`src/hdl/ccfe_pkg.sv`:
```
// ----------------------------------------------------------------------------
// Calendar field editor package
// Operation codes, field limits and the month length function shared by the
// time-setting editor.
// ----------------------------------------------------------------------------
package ccfe_pkg;

  typedef enum logic [2:0] {
    OP_TICK   = 3'd0,
    OP_MODE   = 3'd1,
    OP_SELECT = 3'd2,
    OP_UP     = 3'd3,
    OP_DOWN   = 3'd4,
    OP_LOAD   = 3'd5
  } op_t;

  localparam int unsigned FIELD_COUNT = 6;
  localparam logic [2:0]  LAST_FIELD  = 3'd5;

  localparam logic [7:0]  YEAR_MAX    = 8'd99;
  localparam logic [7:0]  MONTH_MAX   = 8'd12;
  localparam logic [7:0]  HOUR_MAX    = 8'd23;
  localparam logic [7:0]  MINSEC_MAX  = 8'd59;

  localparam logic [15:0] BLINK_RESET = 16'd500;

  // Length of a month; zero for a month code outside one to twelve, which
  // leaves the day unwrapped. Leap years are those whose low two bits are zero.
  function automatic logic [4:0] day_limit(input logic [7:0] month,
                                           input logic [1:0] year_low);
    logic [4:0] lim;
    case (month) inside
      8'd1, 8'd3, 8'd5, 8'd7, 8'd8, 8'd10, 8'd12: lim = 5'd31;
      8'd4, 8'd6, 8'd9, 8'd11:                    lim = 5'd30;
      8'd2:                                       lim = (year_low == 2'd0) ? 5'd29 : 5'd28;
      default:                                    lim = 5'd0;
    endcase
    return lim;
  endfunction

endpackage

```
`src/hdl/clock_calendar_field_editor.sv`:
```
// ----------------------------------------------------------------------------
// Calendar clock field editor
// Time-setting editor for a real-time clock: six date and time fields, an
// edit mode with a selected field, up and down stepping with calendar wrap,
// and a blink flag driven by timer ticks.
// ----------------------------------------------------------------------------
// Usage. Each input word carries an operation (tick, mode key, select key,
// up key, down key or load time) together with the clock's current time,
// which only the load operation uses. Every accepted word produces exactly
// one result word on the output channel: the six fields after the operation,
// the edit flag, the selected field, the blanking flag for the display and a
// commit strobe that is set on the mode key that leaves edit mode.
// Both channels use a valid/ready handshake. A word is captured in an input
// register at the edge at which it is accepted; once the output register is
// free, the editor state is updated and the result word is loaded into the
// output register, from which the receiver takes it. One word is taken per
// cycle for as long as results are taken: throughput is one word per clock,
// set by the single pass of next-state logic between the two registers.
// When the receiver stalls, the result stays in the output register and the
// input register holds the next word; input ready falls only once both are
// full, so no word is lost or repeated.
// Reset (synchronous, active high) clears all fields, leaves edit mode,
// selects the year, clears the blink flag and tick count, empties both
// registers and sets the blink period register to 500 ticks. The blink
// period is written through the APB port at any of its four addresses.
// ----------------------------------------------------------------------------
module clock_calendar_field_editor (
  input  logic        clk,
  input  logic        rst,
  // input channel
  input  logic        in_valid,
  output logic        in_ready,
  input  logic [2:0]  operation,
  input  logic [6:0]  load_year,
  input  logic [3:0]  load_month,
  input  logic [4:0]  load_day,
  input  logic [4:0]  load_hour,
  input  logic [5:0]  load_minute,
  input  logic [5:0]  load_second,
  // output channel
  output logic        out_valid,
  input  logic        out_ready,
  output logic [6:0]  year,
  output logic [3:0]  month,
  output logic [4:0]  day,
  output logic [4:0]  hour,
  output logic [5:0]  minute,
  output logic [5:0]  second,
  output logic        editing,
  output logic [2:0]  selected,
  output logic        blank_selected,
  output logic        commit,
  // configuration port
  input  logic        psel,
  input  logic        penable,
  input  logic        pwrite,
  input  logic [1:0]  paddr,
  input  logic [31:0] pwdata,
  output logic [31:0] prdata,
  output logic        pready
);

  // --------------------------------------------------------------------------
  // Configuration register. There is a single register, so every address in
  // the two-bit space decodes to it.
  // --------------------------------------------------------------------------
  logic [15:0] blink_period;

  assign pready = 1'b1;
  assign prdata = {16'd0, blink_period};

  always_ff @(posedge clk) begin
    if (rst) begin
      blink_period <= ccfe_pkg::BLINK_RESET;
    end else if (psel && penable && pwrite && (paddr <= 2'd3)) begin
      blink_period <= pwdata[15:0];
    end
  end

  // --------------------------------------------------------------------------
  // Input register and handshake. The input stage advances whenever the
  // output register is empty or being emptied in the same cycle.
  // --------------------------------------------------------------------------
  logic        s1_valid;
  logic [2:0]  op_q;
  logic [6:0]  ld_year_q;
  logic [3:0]  ld_month_q;
  logic [4:0]  ld_day_q;
  logic [4:0]  ld_hour_q;
  logic [5:0]  ld_minute_q;
  logic [5:0]  ld_second_q;
  logic        advance;

  assign advance  = s1_valid && (!out_valid || out_ready);
  assign in_ready = !s1_valid || advance;

  always_ff @(posedge clk) begin
    if (rst) begin
      s1_valid <= 1'b0;
    end else if (in_ready) begin
      s1_valid <= in_valid;
    end
  end

  always_ff @(posedge clk) begin
    if (in_valid && in_ready) begin
      op_q        <= operation;
      ld_year_q   <= load_year;
      ld_month_q  <= load_month;
      ld_day_q    <= load_day;
      ld_hour_q   <= load_hour;
      ld_minute_q <= load_minute;
      ld_second_q <= load_second;
    end
  end

  // --------------------------------------------------------------------------
  // Editor state.
  // --------------------------------------------------------------------------
  logic [6:0]  fields [ccfe_pkg::FIELD_COUNT];
  logic        edit_mode;
  logic [2:0]  field_index;
  logic        blink_flag;
  logic [15:0] tick_count;

  logic [6:0]  fields_next [ccfe_pkg::FIELD_COUNT];
  logic        edit_mode_next;
  logic [2:0]  field_index_next;
  logic        blink_flag_next;
  logic [15:0] tick_count_next;
  logic        commit_next;

  // Up step: each field plus one where selected, one bit wider so that a
  // field at 127 can exceed its limit before wrapping.
  logic [7:0]  up_v [ccfe_pkg::FIELD_COUNT];
  // Down step: each field minus one where selected, with a flag for a step
  // below zero.
  logic [6:0]  dn_v  [ccfe_pkg::FIELD_COUNT];
  logic        dn_uf [ccfe_pkg::FIELD_COUNT];

  logic [7:0]  u_year, u_month, u_day, u_hour, u_minute, u_second;
  logic [6:0]  d_year, d_month, d_day, d_hour, d_minute, d_second;
  logic [4:0]  lim_up, lim_dn;
  logic [16:0] tick_sum;

  always_comb begin
    for (int i = 0; i < ccfe_pkg::FIELD_COUNT; i++) begin
      up_v[i]  = {1'b0, fields[i]} + {7'd0, (field_index == 3'(i))};
      dn_v[i]  = fields[i] - {6'd0, (field_index == 3'(i))};
      dn_uf[i] = (field_index == 3'(i)) && (fields[i] == 7'd0);
    end

    // Up wrap: every field above a defined maximum restarts at its minimum.
    u_year   = (up_v[0] > ccfe_pkg::YEAR_MAX)   ? 8'd0 : up_v[0];
    u_month  = (up_v[1] > ccfe_pkg::MONTH_MAX)  ? 8'd1 : up_v[1];
    lim_up   = ccfe_pkg::day_limit(u_month, u_year[1:0]);
    u_day    = ((lim_up != 5'd0) && (up_v[2] > {3'd0, lim_up})) ? 8'd1 : up_v[2];
    u_hour   = (up_v[3] > ccfe_pkg::HOUR_MAX)   ? 8'd0 : up_v[3];
    u_minute = (up_v[4] > ccfe_pkg::MINSEC_MAX) ? 8'd0 : up_v[4];
    u_second = (up_v[5] > ccfe_pkg::MINSEC_MAX) ? 8'd0 : up_v[5];

    // Down wrap: a step below the minimum lands on the maximum. A month of
    // zero is treated as below the minimum even when not the stepped field.
    d_year   = dn_uf[0] ? ccfe_pkg::YEAR_MAX[6:0] : dn_v[0];
    d_month  = (dn_uf[1] || (dn_v[1] == 7'd0)) ? ccfe_pkg::MONTH_MAX[6:0] : dn_v[1];
    lim_dn   = ccfe_pkg::day_limit({1'b0, d_month}, d_year[1:0]);
    if (lim_dn == 5'd0) begin
      d_day = dn_v[2];
    end else if (dn_uf[2] || (dn_v[2] == 7'd0)) begin
      d_day = {2'd0, lim_dn};
    end else if (dn_v[2] > {2'd0, lim_dn}) begin
      d_day = 7'd1;
    end else begin
      d_day = dn_v[2];
    end
    d_hour   = dn_uf[3] ? ccfe_pkg::HOUR_MAX[6:0]   : dn_v[3];
    d_minute = dn_uf[4] ? ccfe_pkg::MINSEC_MAX[6:0] : dn_v[4];
    d_second = dn_uf[5] ? ccfe_pkg::MINSEC_MAX[6:0] : dn_v[5];

    tick_sum = {1'b0, tick_count} + 17'd1;

    for (int i = 0; i < ccfe_pkg::FIELD_COUNT; i++) begin
      fields_next[i] = fields[i];
    end
    edit_mode_next   = edit_mode;
    field_index_next = field_index;
    blink_flag_next  = blink_flag;
    tick_count_next  = tick_count;
    commit_next      = 1'b0;

    case (ccfe_pkg::op_t'(op_q))
      ccfe_pkg::OP_TICK: begin
        if (tick_sum >= {1'b0, blink_period}) begin
          tick_count_next = 16'd0;
          blink_flag_next = !blink_flag;
        end else begin
          tick_count_next = tick_sum[15:0];
        end
      end
      ccfe_pkg::OP_MODE: begin
        if (!edit_mode) begin
          edit_mode_next   = 1'b1;
          field_index_next = 3'd0;
        end else begin
          edit_mode_next = 1'b0;
          commit_next    = 1'b1;
        end
      end
      ccfe_pkg::OP_SELECT: begin
        if (edit_mode) begin
          field_index_next = (field_index == ccfe_pkg::LAST_FIELD) ? 3'd0
                                                                   : field_index + 3'd1;
        end
      end
      ccfe_pkg::OP_UP: begin
        if (edit_mode) begin
          fields_next[0] = u_year[6:0];
          fields_next[1] = u_month[6:0];
          fields_next[2] = u_day[6:0];
          fields_next[3] = u_hour[6:0];
          fields_next[4] = u_minute[6:0];
          fields_next[5] = u_second[6:0];
        end
      end
      ccfe_pkg::OP_DOWN: begin
        if (edit_mode) begin
          fields_next[0] = d_year;
          fields_next[1] = d_month;
          fields_next[2] = d_day;
          fields_next[3] = d_hour;
          fields_next[4] = d_minute;
          fields_next[5] = d_second;
        end
      end
      ccfe_pkg::OP_LOAD: begin
        if (!edit_mode) begin
          fields_next[0] = ld_year_q;
          fields_next[1] = {3'd0, ld_month_q};
          fields_next[2] = {2'd0, ld_day_q};
          fields_next[3] = {2'd0, ld_hour_q};
          fields_next[4] = {1'b0, ld_minute_q};
          fields_next[5] = {1'b0, ld_second_q};
        end
      end
      default: begin
        // Unused operation codes leave the state as it is.
      end
    endcase
  end

  always_ff @(posedge clk) begin
    if (rst) begin
      for (int i = 0; i < ccfe_pkg::FIELD_COUNT; i++) begin
        fields[i] <= 7'd0;
      end
      edit_mode   <= 1'b0;
      field_index <= 3'd0;
      blink_flag  <= 1'b0;
      tick_count  <= 16'd0;
    end else if (advance) begin
      for (int i = 0; i < ccfe_pkg::FIELD_COUNT; i++) begin
        fields[i] <= fields_next[i];
      end
      edit_mode   <= edit_mode_next;
      field_index <= field_index_next;
      blink_flag  <= blink_flag_next;
      tick_count  <= tick_count_next;
    end
  end

  // --------------------------------------------------------------------------
  // Output register.
  // --------------------------------------------------------------------------
  always_ff @(posedge clk) begin
    if (rst) begin
      out_valid <= 1'b0;
    end else if (advance) begin
      out_valid <= 1'b1;
    end else if (out_ready) begin
      out_valid <= 1'b0;
    end
  end

  always_ff @(posedge clk) begin
    if (advance) begin
      year           <= fields_next[0];
      month          <= fields_next[1][3:0];
      day            <= fields_next[2][4:0];
      hour           <= fields_next[3][4:0];
      minute         <= fields_next[4][5:0];
      second         <= fields_next[5][5:0];
      editing        <= edit_mode_next;
      selected       <= field_index_next;
      blank_selected <= edit_mode_next && blink_flag_next;
      commit         <= commit_next;
    end
  end

endmodule

```
`config.mk`:
```
export PLATFORM = sky130hd
export DESIGN_NAME = clock_calendar_field_editor
export DESIGN_NICKNAME = d
export VERILOG_FILES = /design/src/hdl/ccfe_pkg.sv /design/src/hdl/clock_calendar_field_editor.sv
export SDC_FILE = /design/constraint.sdc
export NUM_CORES = 1
export LEC_CHECK = 0
export ABC_AREA = 1
export BUFFER_PORTS_ARGS = -buffer_cell sky130_fd_sc_hd__buf_2
export CORE_AREA = 5 5 162 195
export DETAILED_ROUTE_END_ITERATION = 10
export DIE_AREA = 0 0 167 200
export GPL_ROUTABILITY_DRIVEN = 0
export PLACE_DENSITY = 0.58
export RECOVER_POWER = 25
export SLEW_MARGIN = 30
export SYNTH_ARGS = -nofsm -noshare
export SYNTH_HDL_FRONTEND = slang
export SYNTH_SLANG_ARGS = --single-unit
```
`constraint.sdc`:
```
create_clock -name clk -period 9.8 [get_ports clk]
set_clock_uncertainty 0.15 [all_clocks]
set_input_delay 0 -clock clk [delete_from_list [all_inputs] [get_ports clk]]
set_output_delay 0 -clock clk [all_outputs]
set_load 0.05 [all_outputs]
```
==> results of run 1 <==
==> power breakdown <==
part           internal (mW)  switching, mW
registers              0.752         0.0280
logic                 0.0910          0.211
clock network          0.387          0.291
total                   1.23          0.530
==> synth_stat cells (all sizes together) (20+ instances only) <==
library cell  count
nor3             23
buf              26
nand2           248
a21oi            58
xor2             45
inv             154
o21ai            68
edfxtp          117
o211ai           31
nor2            111
nand4            20
nand3           124
ha               52
dfxtp            39
clkbuf           41
==> cells by family (layout without fill, tap and decap cells) <==
| kind of cell | after synthesis | count (layout) |
|---|---|---|
| xor+xnor | 58 | 58 |
| flops | 156 | 156 |
| simple gates | 550 | 550 |
| buf+inv | 224 | 374 |
| fa+ha+maj | 52 | 52 |
| compound gates | 205 | 205 |
| other cells | 2 | 17 |
==> registers in the layout, indices dropped and copies added (netlist names), 3 cells and up <==
| name | count |
|---|---|
| op_q | 3 |
| blink_period | 16 |
| ld_minute_q | 6 |
| selected | 3 |
| ld_hour_q | 5 |
| year | 7 |
| tick_count | 16 |
| second | 6 |
| day | 5 |
| field_index | 3 |
| ld_year_q | 7 |
| month | 4 |
| ld_day_q | 5 |
| ld_second_q | 6 |
| fields | 42 |
| ld_month_q | 4 |
| minute | 6 |
| hour | 5 |
==> worst max-delay path, delay by kind of cell (launching register included) <==
kind                       cells  cell delay (ps)
AOI/OAI and AO/OA              4              490
DFF                            1              320
adders and majority gates      3              830
and+or+nand+nor               22             2560
buffers and inverters          2              230
==> per-layer routing <==
| layer | part of all wire (%) | GRT usage, % |
|---|---|---|
| met2 | 50 | 29.9 |
| met5 | 0 | 0 |
| met1 | 43 | 20.0 |
| met4 | 1.5 | 4.27 |
| met3 | 5.3 | 3.17 |
==> metrics by stage <==
stage / setup WS (ps) / instance area, µm² / total power [mW] / hold slack (ps) / instances
2_1_floorplan: 5920 / 10200 / 1.00 / -51.1 / 1262
3_3_place_gp: 5090 / 11100 / 1.08 / 28.2 / 1710
3_5_place_dp: 5010 / 11100 / 1.08 / 28.1 / 1710
4_1_cts: 4990 / 12300 / 1.78 / 72.7 / 1802
5_1_grt: 4410 / 12200 / 1.84 / 122 / 1802
6_report: 4950 / 12200 / 1.76 / 95.2 / 1802
==> final cells by class <==
class                      instances  area share, %
clock inverter                    14           1.27
inverter                         157           4.83
clock buffer                      18           3.60
sequential                       156           35.3
timing repair buffer             185           9.73
multi-input combinational        882           41.3
tap                              390           4.00
==> final timing paths <==
| check | to | slack (ps) | cells past startpoint |
|---|---|---|---|
| worst max-delay path | fields[2][0] | 4950 | 31 |
| worst min-delay path | blink_period[10] | 100 | 3 |
| worst max register to register | fields[2][0] | 4950 | 31 |
| worst min register to register | blink_flag | 340 | 2 |
==> what timing repair did <==
| action | in CTS | in global routing |
|---|---|---|
| hold endpoints to repair | 70 | 0 |
| hold buffers | 60 | 0 |
| setup endpoints to repair | 0 | 0 |
==> summary by stage, run 1 <==
Clock tree
In this run, post-CTS repair resized a total of 0 instances. The CTS tree is done. The number of clock sinks seen by CTS is 156. The number of setup buffers added after CTS is 0.

The H-tree was split into 4 levels. Clock tree synthesis inserted a total of 17 buffers. The cell chosen for the clock root is sky130_fd_sc_hd__clkbuf_16. In this run the deepest clock path goes through 2 buffers. After clock tree synthesis, the clock-pin slew on the worst setup and hold paths is 70 ps. The later pin in the worst-skew pair is clocked with a latency of 440 ps.

STA
The final setup violation count is 0. The max-slew violation count is 0. Based on the critical path, the design can be clocked at up to 206 MHz. Headroom to the max-slew limit came out at 35.4%.

The smallest clock period supported by the final layout is computed as 4850 ps. For the pin with the worst max-slew slack, the measured transition is 968 ps. The number of endpoints with negative hold slack in the final report is 0.

Adding up every negative setup slack in the final design gives 0 ps. The share of the clock period used by the worst path after layout is 49.5%. Setup repair after global routing left no endpoint under its margin.

Synth
The count of flip-flops with a built-in enable after synthesis is 117. The share of synthesized cell area in full adder, half adder and majority cells is 6.39%. The share of the synthesized area in the top cell type is 34.5%. The synthesized netlist devotes 12.7% of its cell area to compound gates. The synthesized netlist contains 53 unique library cells.

Summing the areas of all xor and xnor instances in the mapped netlist gives 4.99% of the synthesized area. The synthesized netlist occupies a cell area of 10,200 µm². After synthesis, the largest family of logic cells by area is simple AND/OR/NAND/NOR gates. The synthesized area per cell is 8.17 µm².

Among all flip-flop cells after synthesis, the most frequent one is sky130_fd_sc_hd__edfxtp_1. The sequential-to-total area share from yosys stat is 42.1%. Of the total synthesized cell area, the portion taken by AND, OR, NAND and NOR gates is 24.5%.

After synthesis, the cell types taking the most area are sky130_fd_sc_hd__edfxtp_1, sky130_fd_sc_hd__nand2_1, sky130_fd_sc_hd__dfxtp_1. The biggest area contributor in the post-synthesis netlist is sky130_fd_sc_hd__edfxtp_1. The number of synthesized register bits is 156. The cell count after synthesis came out at 1,247. After synthesis, the share of cell area in mux cells is 0%. The number of synthesis warnings is 0.

After synthesis, the share of flip-flops with an asynchronous set or reset is 0%.

Floorplanning
In this run the core area contains 69 standard-cell rows. The die span in y is 200 µm. The area of the die is 33,400 µm². 151 I/O pins were placed. After floorplanning, the core was sized to cover 29,400 µm². The die outline width is 167 µm.

The initial utilization of the core area, before any placement, comes to 34.6%.

Critical path
On the critical path, the stage with the largest delay is an instance of sky130_fd_sc_hd__nor2_1. The capturing element type of the critical path is a flop. The classification of the worst setup path is reg -> reg. The data arrival time of the critical path is 4870 ps.

The highest cell delay on the worst timing path is 360 ps. The required time of the critical path is 9810 ps. The type of origin of the critical path is a flop.

In this run the critical register-to-register path is launched from field_index[1]. By instance count, the cell type seen most on the critical path is sky130_fd_sc_hd__nand2_1. Along the worst path, the maximum fanout reaches 7. In this run the worst setup path begins at field_index[1].

GRT
The initial antenna violation count came to 0. The combined global-route utilization of all metal layers is 16.4%. The wire length of the first global-routing pass is 44.2 mm.

The number of global-route vias before repair is 8,740. Entering global routing, the biggest net connects 61 pins. The global-route congestion overflow total is 0.

Final layout
Fill cells in the final layout number 2,958. The post-layout utilization of the core is 41.4%. The footprint of the multi-input gates is 5040 µm². The library cells used most frequently in the layout, excluding fill and tap cells, are sky130_fd_sc_hd__nand2_1, sky130_fd_sc_hd__inv_1, sky130_fd_sc_hd__nand3_1, sky130_fd_sc_hd__edfxtp_1, sky130_fd_sc_hd__nor2_1. The number of nets in the final layout is 1,528. Summing all flip-flop and latch instances after layout gives 4300 µm². The number of antenna diodes in the final layout is 0. The area growth from synthesis to final layout is 19.6%. The ratio of cells with drive above 1 in the final layout is 11.4%. The leading cell type in the layout, fill and taps excluded is sky130_fd_sc_hd__nand2_1.

Detailed routing
Using the TritonRoute via totals, the vias-per-cell ratio works out to 4.95. The first-pass detailed-route iteration total is 5. The final route contains 8,918 vias.

For this block, the routed nets add up to 27.5 mm of wire. The mean routed wirelength per cell is 15.2 µm. The DRC violation count after routing is 0. The number of antenna-violating nets in the routed design is 0. The detailed router finished its first iteration with 483 violations.

Outcome
The flow ran to the end, and the final reports show no timing, DRC or antenna violations.

Placement
After legalization and detailed placement, the total HPWL measured 19.3 mm. The count of input and output buffers is 115.

Pwr
For this design the ratio of total power to cell area is 144 nW/µm². The worst voltage drop across the vdd grid is 0.0901 mV. For this design the static power due to leakage is 5.08 nW.

Worst hold path
The worst hold path begins at pwrite. The path class of the tightest hold or removal check is in -> reg.

Flow run
The number of max-cap violations is 0.
(Power assumes the default switching activity.)
==> run 2: changes to the inputs <==
--- a/config.mk
+++ b/config.mk
@@ -11,7 +11,7 @@
 export DETAILED_ROUTE_END_ITERATION = 10
 export DIE_AREA = 0 0 167 200
 export GPL_ROUTABILITY_DRIVEN = 0
-export PLACE_DENSITY = 0.58
+export PLACE_DENSITY = 0.6
 export RECOVER_POWER = 25
 export SLEW_MARGIN = 30
 export SYNTH_ARGS = -nofsm -noshare
==> constraint.sdc (replaced) <==
create_clock -name clk -period 4.35 [get_ports clk]
set_clock_uncertainty 0.15 [all_clocks]
set_input_delay 0 -clock clk [delete_from_list [all_inputs] [get_ports clk]]
set_output_delay 0 -clock clk [all_outputs]
set_load 0.05 [all_outputs]
==> run 2 against run 1 <==
Effect of this change:
- hold slack gained 29 ps
- critical path depth shrank 1
- flip-flop and latch count stayed put
- final cell count increased by 0.83%
- clock power grew 120%
- wire length is 2.4% higher
- combinational power rose by 130%
==> summary by stage, run 2 (synthesis gave the netlist of run 1 again) <==
Floorplanning
The number of ports placed on the die boundary is 151. After floorplanning, the core was divided into 69 placement rows. In this run the horizontal extent of the chip is 167 µm. The die covers 33,400 µm².

The die span in y is 200 µm. The effective utilization at floorplan is 34.6%. The core area is 29,400 µm².

Final layout
The count of antenna diodes in the layout is 0. The top cell types in the final layout, fill and taps aside, are sky130_fd_sc_hd__nand2_1, sky130_fd_sc_hd__inv_1, sky130_fd_sc_hd__nand3_1, sky130_fd_sc_hd__edfxtp_1, sky130_fd_sc_hd__nor2_1. Of the cells placed in the final design, the portion with a size suffix greater than 1 is 14.2%. Relative to the synthesized area, the layout overhead comes to 21.6%. The post-layout utilization of the core is 42.1%. The number of nets in the final layout is 1,543. The count of fill cells added during filler insertion is 2,948.

The largest registers in the layout are fields x42, blink_period x16, tick_count x16. The library cell used most frequently in the layout, excluding fill and tap cells, is sky130_fd_sc_hd__nand2_1. The number of flip-flops under the largest register name is 42. Counting flops per register, the top entry is fields.

STA
The final worst-path setup slack is 372 ps. The share of the clock period used by the worst path after layout is 91.4%. The final setup violation count is 0. The worst-case headroom to the max-slew limit is 38.1%.

The max-slew violation count is 0. The slew of the pin with the lowest slew margin is 922 ps. The number of endpoints with negative hold slack in the final report is 0. The smallest clock period supported by the final layout is computed as 3980 ps. The fmax is 251 MHz.

Clock tree
TritonCTS built the clock tree. The clock passes through at most 2 buffers. After clock tree synthesis, the clock-pin slew on the worst setup and hold paths is 70 ps. The source-to-sink clock delay at the later pin of the worst-skew pair is 430 ps. The number of clock sinks seen by CTS is 156. In this run the number of H-tree levels came out at 4.

The cell chosen for the clock root is sky130_fd_sc_hd__clkbuf_16. Counting the buffers created by CTS gives 17.

Critical path
The worst setup path is captured at a flop. The total buffers and inverters traversed by the critical path is 3. Of all nets on the critical path, the largest fanout is 6. The kind of cell with the highest combined delay along the critical path is simple AND/OR/NAND/NOR gates.

The setup check on the worst reg-to-reg path leaves a slack of 370 ps. The type of origin of the critical path is a flop. The largest single stage delay on the critical path is 520 ps. The data arrival time of the critical path is 4020 ps. Among the stages of the critical path, the cell type that occurs most often is sky130_fd_sc_hd__nand2_1.

At the worst endpoint, the required time is 4390 ps. The classification of the worst setup path is reg -> reg. The worst-path cell with the longest stage delay is sky130_fd_sc_hd__dfxtp_1.

Flow run
The number of max-cap violations is 0.

GRT
The initial antenna violation count was 0. The number of global-route vias before repair is 9,060. Across every metal layer, demand over resource in global routing totals 16.8%. The first global-routing pass estimated 45.4 mm of wire. The largest net degree at the start of global routing is 62. After global routing the overflow that remains totals 0.

Detailed routing
The via count of the routed design is 9,100. For this block, the initial DRC count from the detailed router was 586. For this run, design rule violations remaining after detail routing come to 0. In the routed layout, each cell is associated on average with a via count of 5.01. Once detail routing completed, the nets flagged for antenna violations numbered 0. The pre-antenna-repair detailed-routing pass consisted of 5 iterations.

The total length of routed wires is 28.1 mm. The mean routed wirelength per cell is 15.5 µm.

Placement
The post-DP HPWL is 20.0 mm. Port buffering added 115 buffers. Before CTS, the worst setup slack after placement is -34.6 ps.

Pwr
The worst voltage drop across the vdd grid is 0.221 mV. The total power density per cell area is 321 nW/µm². In this run the static leakage power is 5.18 nW.

Worst hold path
The path class of the tightest hold or removal check is in -> reg.

Outcome
The flow ran to the end, and the final reports show no timing, DRC or antenna violations.
## run 2: changes by cell type in the layout (fill, tap and decap cells not counted), moves of 3 or more
cell / delta
sky130_fd_sc_hd__buf_4: +16
sky130_fd_sc_hd__nor2_1: -9
sky130_fd_sc_hd__nor2_2: +7
sky130_fd_sc_hd__buf_2: +6
sky130_fd_sc_hd__clkbuf_1: -5
sky130_fd_sc_hd__nand2_1: -5
sky130_fd_sc_hd__nand2_2: +5
sky130_fd_sc_hd__clkinv_2: +3
sky130_fd_sc_hd__clkinv_4: -3
sky130_fd_sc_hd__ha_1: -3
sky130_fd_sc_hd__inv_6: -3
sky130_fd_sc_hd__o21ai_0: -3
sky130_fd_sc_hd__o21ai_1: +3
## run 2: path summary, 6_finish.rpt
check / startpoint / to / cells past startpoint
min reg2reg: blink_flag / blink_flag / 2
min: penable / blink_period[9] / 3
max: field_index[2] / fields[2][2] / 30
max reg2reg: field_index[2] / fields[2][2] / 30
## run 2: what timing repair did
| item | in CTS | in global routing |
|---|---|---|
| pin swaps | 0 | 3 |
| endpoints found under the hold margin | 70 | 0 |
| buffers inserted | 0 | 2 |
| setup endpoints to repair | 5 | 12 |
| resized for setup | 1 | 29 |
| hold buffers | 59 | 0 |
## run 2: tightest hold or removal path, stage by stage
cell and delay (ps):
sky130_fd_sc_hd__buf_2 100, sky130_fd_sc_hd__nand3_1 430, sky130_fd_sc_hd__a21oi_1 130
## run 2: metal layers
layer	share of wire (%)	vias to the layer above	global-route usage [%]
met3	5.9	42	3.62
met4	1.7	0	4.79
met1	42	4263	19.9
li1	-	4546	-
met2	51	249	30.7
met5	0	-	0
## run 2: where the power goes
part           internal [mW]  switching (mW)
Sequential              1.69          0.0652
Clock                  0.877           0.638
Combinational          0.222           0.482
Total                   2.79            1.18
## run 2: cell type report
cell class | count | area [µm²] | share of cell area [%]
clock inverters | 11 | 100 | 0.808
flip-flops and latches | 156 | 4300 | 34.7
multi-input cells | 882 | 5120 | 41.3
inverters | 157 | 589 | 4.75
clock buffers | 21 | 493 | 3.98
repair buffers | 200 | 1300 | 10.5
well taps | 390 | 488 | 3.94
## run 2: through the flow
| step | instance area [µm²] | total power, mW | hold slack, ps | instances | setup TNS [ps] |
|---|---|---|---|---|---|
| floorplan | 10200 | 2.26 | -51.1 | 1262 | 0 |
| global placement | 11200 | 2.44 | 28.1 | 1724 | 0 |
| detailed placement | 11200 | 2.45 | 28.1 | 1724 | -109 |
| CTS | 12300 | 4.01 | 97.2 | 1815 | 0 |
| global route | 12400 | 4.15 | 121 | 1817 | -17.7 |
| finish | 12400 | 3.98 | 124 | 1817 | 0 |
